`src/rtl/core/upd_pkg.sv`:
```
// Types, constants and helper functions of the URL percent decoder.
package upd_pkg;

  localparam logic [7:0] CHAR_PCT   = 8'h25;
  localparam logic [7:0] CHAR_PLUS  = 8'h2B;
  localparam logic [7:0] CHAR_SPACE = 8'h20;

  localparam int QUEUE_DEPTH = 4;
  localparam int QPTR_W      = $clog2(QUEUE_DEPTH);

  typedef enum logic [1:0] {
    PH_NONE,
    PH_PCT,
    PH_DIGIT
  } phase_t;

  // One decoded item group: up to three bytes, in order from data[0].
  typedef struct packed {
    logic [1:0]      cnt;
    logic            last;
    logic [2:0][7:0] data;
  } cmd_t;

  function automatic logic is_hex(input logic [7:0] c);
    return ((c >= 8'h30) && (c <= 8'h39)) ||
           ((c >= 8'h41) && (c <= 8'h46)) ||
           ((c >= 8'h61) && (c <= 8'h66));
  endfunction

  function automatic logic [3:0] hex_val(input logic [7:0] c);
    logic [7:0] t;
    if (c >= 8'h61) begin
      t = c - 8'h57;
    end else if (c >= 8'h41) begin
      t = c - 8'h37;
    end else begin
      t = c - 8'h30;
    end
    return t[3:0];
  endfunction

endpackage

```
`src/rtl/core/url_percent_decoder_core.sv`:
```
// Top level of the streaming URL form decoder.
// Each input item is one raw character with a last-of-string flag; it yields zero to three
// decoded bytes ('%' with two hex digits becomes one byte, '+' becomes a space, broken
// escapes and anything held at end of string come out literally). The input takes one item
// per cycle while the four-entry group queue has room; the output sends one byte per cycle
// while out_ready is high, so the bytes of one item leave one after another. A byte is
// written into the group queue and then into the output register before it appears.
module url_percent_decoder_core (
  input  logic       clk,
  input  logic       rst,
  input  logic       s_tvalid,
  output logic       s_tready,
  input  logic [7:0] s_tdata,   // [7:0] in_char
  input  logic       s_tlast,   // in_last
  output logic       m_tvalid,
  input  logic       m_tready,
  output logic [7:0] m_tdata,   // [7:0] out_char
  output logic       m_tlast    // out_last
);
  import upd_pkg::*;

  cmd_t push_cmd;
  cmd_t head;
  logic push;
  logic pop;
  logic empty;
  logic full;

  upd_front u_front (
    .clk        (clk),
    .rst        (rst),
    .in_valid   (s_tvalid),
    .in_char    (s_tdata),
    .in_last    (s_tlast),
    .queue_full (full),
    .in_ready   (s_tready),
    .push       (push),
    .cmd        (push_cmd)
  );

  upd_queue u_queue (
    .clk      (clk),
    .rst      (rst),
    .push     (push),
    .push_cmd (push_cmd),
    .pop      (pop),
    .head     (head),
    .empty    (empty),
    .full     (full)
  );

  upd_back u_back (
    .clk       (clk),
    .rst       (rst),
    .head      (head),
    .empty     (empty),
    .out_ready (m_tready),
    .pop       (pop),
    .out_valid (m_tvalid),
    .out_char  (m_tdata),
    .out_last  (m_tlast)
  );

endmodule

```
`src/rtl/core/upd_front.sv`:
```
// Front part: takes characters, tracks escapes and builds byte groups.
module upd_front (
  input  logic          clk,
  input  logic          rst,
  input  logic          in_valid,
  input  logic [7:0]    in_char,
  input  logic          in_last,
  input  logic          queue_full,
  output logic          in_ready,
  output logic          push,
  output upd_pkg::cmd_t cmd
);
  import upd_pkg::*;

  phase_t     phase;
  phase_t     phase_next;
  logic [7:0] held;
  logic [7:0] held_next;
  logic [1:0] n;
  logic       do_plain;
  logic       accept;

  assign in_ready = !queue_full;
  assign accept   = in_valid && in_ready;
  assign push     = accept && (n != 2'd0);

  always_comb begin
    cmd.data   = '0;
    n          = 2'd0;
    phase_next = phase;
    held_next  = held;
    do_plain   = 1'b0;
    case (phase)
      PH_PCT: begin
        if (is_hex(in_char)) begin
          if (in_last) begin
            cmd.data[0] = CHAR_PCT;
            cmd.data[1] = in_char;
            n           = 2'd2;
            phase_next  = PH_NONE;
          end else begin
            held_next  = in_char;
            phase_next = PH_DIGIT;
          end
        end else begin
          cmd.data[0] = CHAR_PCT;
          n           = 2'd1;
          do_plain    = 1'b1;
        end
      end
      PH_DIGIT: begin
        if (is_hex(in_char)) begin
          cmd.data[0] = {hex_val(held), hex_val(in_char)};
          n           = 2'd1;
          phase_next  = PH_NONE;
        end else begin
          cmd.data[0] = CHAR_PCT;
          cmd.data[1] = held;
          n           = 2'd2;
          do_plain    = 1'b1;
        end
      end
      default: begin
        do_plain = 1'b1;
      end
    endcase
    if (do_plain) begin
      phase_next = PH_NONE;
      if (in_char == CHAR_PCT) begin
        if (in_last) begin
          cmd.data[n] = CHAR_PCT;
          n           = n + 2'd1;
        end else begin
          phase_next = PH_PCT;
        end
      end else if (in_char == CHAR_PLUS) begin
        cmd.data[n] = CHAR_SPACE;
        n           = n + 2'd1;
      end else begin
        cmd.data[n] = in_char;
        n           = n + 2'd1;
      end
    end
    if (in_last) begin
      phase_next = PH_NONE;
      held_next  = '0;
    end
    cmd.cnt  = n;
    cmd.last = in_last;
  end

  always_ff @(posedge clk) begin
    if (rst) begin
      phase <= PH_NONE;
      held  <= '0;
    end else if (accept) begin
      phase <= phase_next;
      held  <= held_next;
    end
  end

endmodule

```
`src/rtl/core/upd_queue.sv`:
```
// Short queue of byte groups between the front and back parts.
module upd_queue (
  input  logic          clk,
  input  logic          rst,
  input  logic          push,
  input  upd_pkg::cmd_t push_cmd,
  input  logic          pop,
  output upd_pkg::cmd_t head,
  output logic          empty,
  output logic          full
);
  import upd_pkg::*;

  cmd_t              mem [QUEUE_DEPTH];
  logic [QPTR_W-1:0] wr_ptr;
  logic [QPTR_W-1:0] rd_ptr;
  logic [QPTR_W:0]   count;

  assign empty = (count == '0);
  assign full  = (count == (QPTR_W+1)'(QUEUE_DEPTH));
  assign head  = mem[rd_ptr];

  always_ff @(posedge clk) begin
    if (push) begin
      mem[wr_ptr] <= push_cmd;
    end
  end

  always_ff @(posedge clk) begin
    if (rst) begin
      wr_ptr <= '0;
      rd_ptr <= '0;
      count  <= '0;
    end else begin
      if (push) begin
        wr_ptr <= wr_ptr + 1'b1;
      end
      if (pop) begin
        rd_ptr <= rd_ptr + 1'b1;
      end
      case ({push, pop})
        2'b10:   count <= count + 1'b1;
        2'b01:   count <= count - 1'b1;
        default: count <= count;
      endcase
    end
  end

endmodule

```
`src/rtl/core/upd_back.sv`:
```
// Back part: sends the bytes of each queued group one per cycle while out_ready is high.
module upd_back (
  input  logic          clk,
  input  logic          rst,
  input  upd_pkg::cmd_t head,
  input  logic          empty,
  input  logic          out_ready,
  output logic          pop,
  output logic          out_valid,
  output logic [7:0]    out_char,
  output logic          out_last
);
  import upd_pkg::*;

  logic [1:0] idx;
  logic       load;
  logic       final_byte;

  assign load       = !empty && (!out_valid || out_ready);
  assign final_byte = (idx == (head.cnt - 2'd1));
  assign pop        = load && final_byte;

  always_ff @(posedge clk) begin
    if (rst) begin
      out_valid <= 1'b0;
      idx       <= '0;
    end else begin
      if (load) begin
        out_valid <= 1'b1;
        idx       <= final_byte ? 2'd0 : idx + 2'd1;
      end else if (out_ready) begin
        out_valid <= 1'b0;
      end
    end
  end

  always_ff @(posedge clk) begin
    if (load) begin
      out_char <= head.data[idx];
      out_last <= head.last && final_byte;
    end
  end

endmodule

```
`config.mk`:
```
export PLATFORM = sky130hd
export DESIGN_NAME = url_percent_decoder_core
export DESIGN_NICKNAME = d
export VERILOG_FILES = /design/src/rtl/core/upd_pkg.sv /design/src/rtl/core/url_percent_decoder_core.sv /design/src/rtl/core/upd_front.sv /design/src/rtl/core/upd_queue.sv /design/src/rtl/core/upd_back.sv
export SDC_FILE = /design/constraint.sdc
export NUM_CORES = 1
export LEC_CHECK = 0
export BUFFER_PORTS_ARGS = -buffer_cell sky130_fd_sc_hd__buf_2
export CORE_MARGIN = 2
export CORE_UTILIZATION = 55
export CTS_CLUSTER_DIAMETER = 30
export DETAILED_ROUTE_END_ITERATION = 8
export HOLD_SLACK_MARGIN = 0.02
export PLACE_DENSITY = 0.72
export SYNTH_ARGS = -nofsm -noshare
export SYNTH_HDL_FRONTEND = slang
export SYNTH_SLANG_ARGS = --single-unit
```
`constraint.sdc`:
```
create_clock -name clk -period 7.4 [get_ports clk]
set_input_delay 0.74 -clock clk [delete_from_list [all_inputs] [get_ports clk]]
set_output_delay 0.74 -clock clk [all_outputs]
set_load 0.01 [all_outputs]
```
==> flow_summary.ini <==
[outcome]
status = finished, final reports clean

[finish]
drive_gt1_share_pct = 19.33
finalNetCount = 500
area_growth_pct = 12.70
diodes = 0
stdcell_area_mm2 = 0.007183

[worst_setup_path]
rr_endpoint = u_queue.count[2]
endpoint_kind = flop
crit_type = primary input to flop
critical_path_required_ns = 7.74
cp_max_fo = 12
timing.rr.start = u_front.phase[1]
critPathLaunch = s_tdata[1]
startpoint_type = primary input
crit_arrival_ns = 5.10
r2r_setup_slack_ns = 3.70
r2r_cells = 16

[global_routing]
grt_pass1_vias = 3813
grt_first_pass_wirelength_mm = 20.66
overflow = 0
grt_max_degree = 28
grt_usage_pct = 21.95
grt_antenna_before_repair = 0

[power]
cellPowerDensity_mw_per_mm2 = 315.0
ir_drop_uv = 165.3
p_leak_nw = 2.514

[detailed_routing]
drtPass1Iterations = 4
dr_wl_met2_mm = 6.500
highest-signal-layer = met4
wirelength_mm = 12.87
vias = 3829
wl_per_cell_um = 20.62
post-route-drc-count = 0
wl_met1_mm = 5.579
met3_wirelength_um = 604
first_iter_violations = 271
antenna_left = 0
viasPerCell = 6.136

[flow_run]
drv_cap = 0

[yosys]
synth_warnings = 0
yosys_most_used_dff = edfxtp_1
ys_ff_latch = 139
synth_edf_count = 117
netlist_top_cells_count = edfxtp_1, mux4_2, nor2_1
syn_nets = 480
synthSimpleGateAreaFrac_pct = 9.069
synthAdderAreaFrac_pct = 3.651
ys_seq_area_share_pct = 62.03
synth_most_common_cell = edfxtp_1
synth.avg_cell_area_um2 = 14.20
yosys.area.top_type_share_pct = 55.12
synth_mux_area_share_pct = 12.49
ys_types = 54
netlist_top_cells_area = edfxtp_1, mux4_2, dfxtp_1
synth_largest_area_cell = edfxtp_1
synth_xor_xnor_area_share_pct = 1.512
synth_top_family_by_area = multiplexers
syn_inst = 449
synth_compound_area_share_pct = 7.990
async_flop_share_pct = 0
syn-cell-area_mm2 = 0.006374

[timing]
tns_ns = 0
finalSetupViolations = 0
fin_crit_sh_pct = 64.39
slew_headroom_pct = 34.79
rsz0062_at_grt = false
finClkSkew_ns = 0.007776
hold_viol_final = 0
max_freq_mhz = 209.9
worst_pin_slew_ns = 0.9782
slew_violations = 0
period_minus_slack_ns = 4.765

[place]
dpl-instance-area_mm2 = 0.006589
dp_hpwl_mm = 8.127
gp_congestion = 0.8881
io_buffers = 23

[floorplan]
num_rows = 39
die_area_mm2 = 0.01247
start_util_pct = 56.06
io-pin-count = 24
die_h_um = 111.7
die_x_um = 111.7
coreArea_mm2 = 0.01137

[clock_network]
clock_latency_ns = 0.41
ctsHoldBuffers = 0
cts-root-buf = clkbuf_16
clk_pin_slew_ns = 0.06
cts_num_sinks = 139
cts_tree = yes
cts_resized = 0
cts_setup_buffers = 0
htree_levels = 4
cts_buffers = 17
clockBufferDepth = 2

[worst_hold_path]
hold_start = u_front.held[7]
hold_depth = 1
min_to = u_front.held[7]
hold_path_class = flop to flop
power by group:
part | leakage (nW) | switching (mW) | internal (mW)
registers | 1.32 | 0.0565 | 0.969
clock network | 0.280 | 0.314 | 0.530
logic | 0.911 | 0.218 | 0.175
cell usage in the layout, fill, tap and decap left out, types with 2 or more instances in the layout:
cell	synthesis	final
nor3_1	7	7
a21o_1	3	3
nand2_1	12	12
o31ai_1	3	3
nor2_1	25	25
nor4_1	2	2
nand2b_1	9	9
xnor2_1	8	8
nor3b_1	6	6
and3_1	3	3
bufinv_16	0	3
nand4_1	8	8
buf_2	4	23
clkbuf_16	0	17
mux4_2	27	27
clkinv_2	0	2
ha_1	17	17
dfxtp_1	22	21
buf_4	0	6
inv_1	22	22
a21oi_1	21	21
a22o_1	6	6
inv_6	0	4
clkinvlp_4	0	4
or3_1	4	4
nand3_1	9	9
and2_1	10	10
xor2_1	3	3
o22ai_1	12	12
mux2_2	2	2
o21ai_0	16	16
mux2i_1	15	15
a31oi_1	4	4
nor2b_1	2	2
nand3b_1	4	4
edfxtp_1	117	117
o21a_1	2	2
area by class of cell:
class,instances,area (um2)
clock buffer,18,429.2
clock inverter,13,165.2
fill,827,4187
inverter,22,82.58
multi-input combinational,260,2212
sequential,139,3955
tap,143,178.9
timing repair buffer,29,160.2
worst max-delay path by stage:
stage                             to
floorplan           u_queue.count[2]
global placement    u_queue.count[2]
detailed placement  u_queue.count[2]
CTS                 u_queue.count[2]
global route        u_queue.count[2]
finish              u_queue.count[2]
worst max-delay path: stages:
cell,delay (ns)
buf_2,0.17
inv_1,0.10
ha_1,0.22
nor3b_1,0.33
nor4b_1,0.12
a21oi_1,0.75
mux2i_1,0.32
ha_1,0.40
nor3b_1,0.06
o211ai_1,0.19
and4_1,0.34
inv_1,0.07
ha_1,0.24
fa_1,0.44
xnor2_1,0.14
or3_1,0.30
a21oi_1,0.14
routing by layer:
layer / vias to the layer above / GRT usage [%]
li1: 1770 / -
met1: 1920 / 29.79
met2: 119 / 35.92
met3: 20 / 4.790
met4: 0 / 6.914
met5: - / 0
cell families (layout without fill, tap and decap cells):
kind of cell    count (synthesis)  after routing
compound gates                 80             80
buf+inv                        50             82
mux                            45             45
fa+ha+maj                      18             18
simple gates                  106            106
xor+xnor                       11             11
flops                         139            139
through the flow:
stage | utilization, % | instances | total power, mW | worst slack, ns | hold slack (ns)
2_1_floorplan | - | 449 | 1.314 | 3.061 | 0.4625
3_3_place_gp | 57.95 | 593 | 1.424 | 2.373 | 0.4761
3_5_place_dp | 57.95 | 593 | 1.438 | 2.256 | 0.4883
4_1_cts | 63.18 | 624 | 2.284 | 2.651 | 0.4969
5_1_grt | 63.18 | 624 | 2.365 | 2.362 | 0.5096
6_report | 63.18 | 624 | 2.263 | 2.635 | 0.4930
state kept, by name, summed over array words and instances (netlist names), 2 cells and up, named ones only:
| signal | cells |
|---|---|
| u_back.idx | 2 |
| u_back.out_char | 8 |
| u_front.held | 8 |
| u_front.phase | 2 |
| u_queue.count | 3 |
| u_queue.mem | 108 |
| u_queue.rd_ptr | 2 |
| u_queue.wr_ptr | 2 |
No activity file was read; power rests on OpenSTA's default activity.
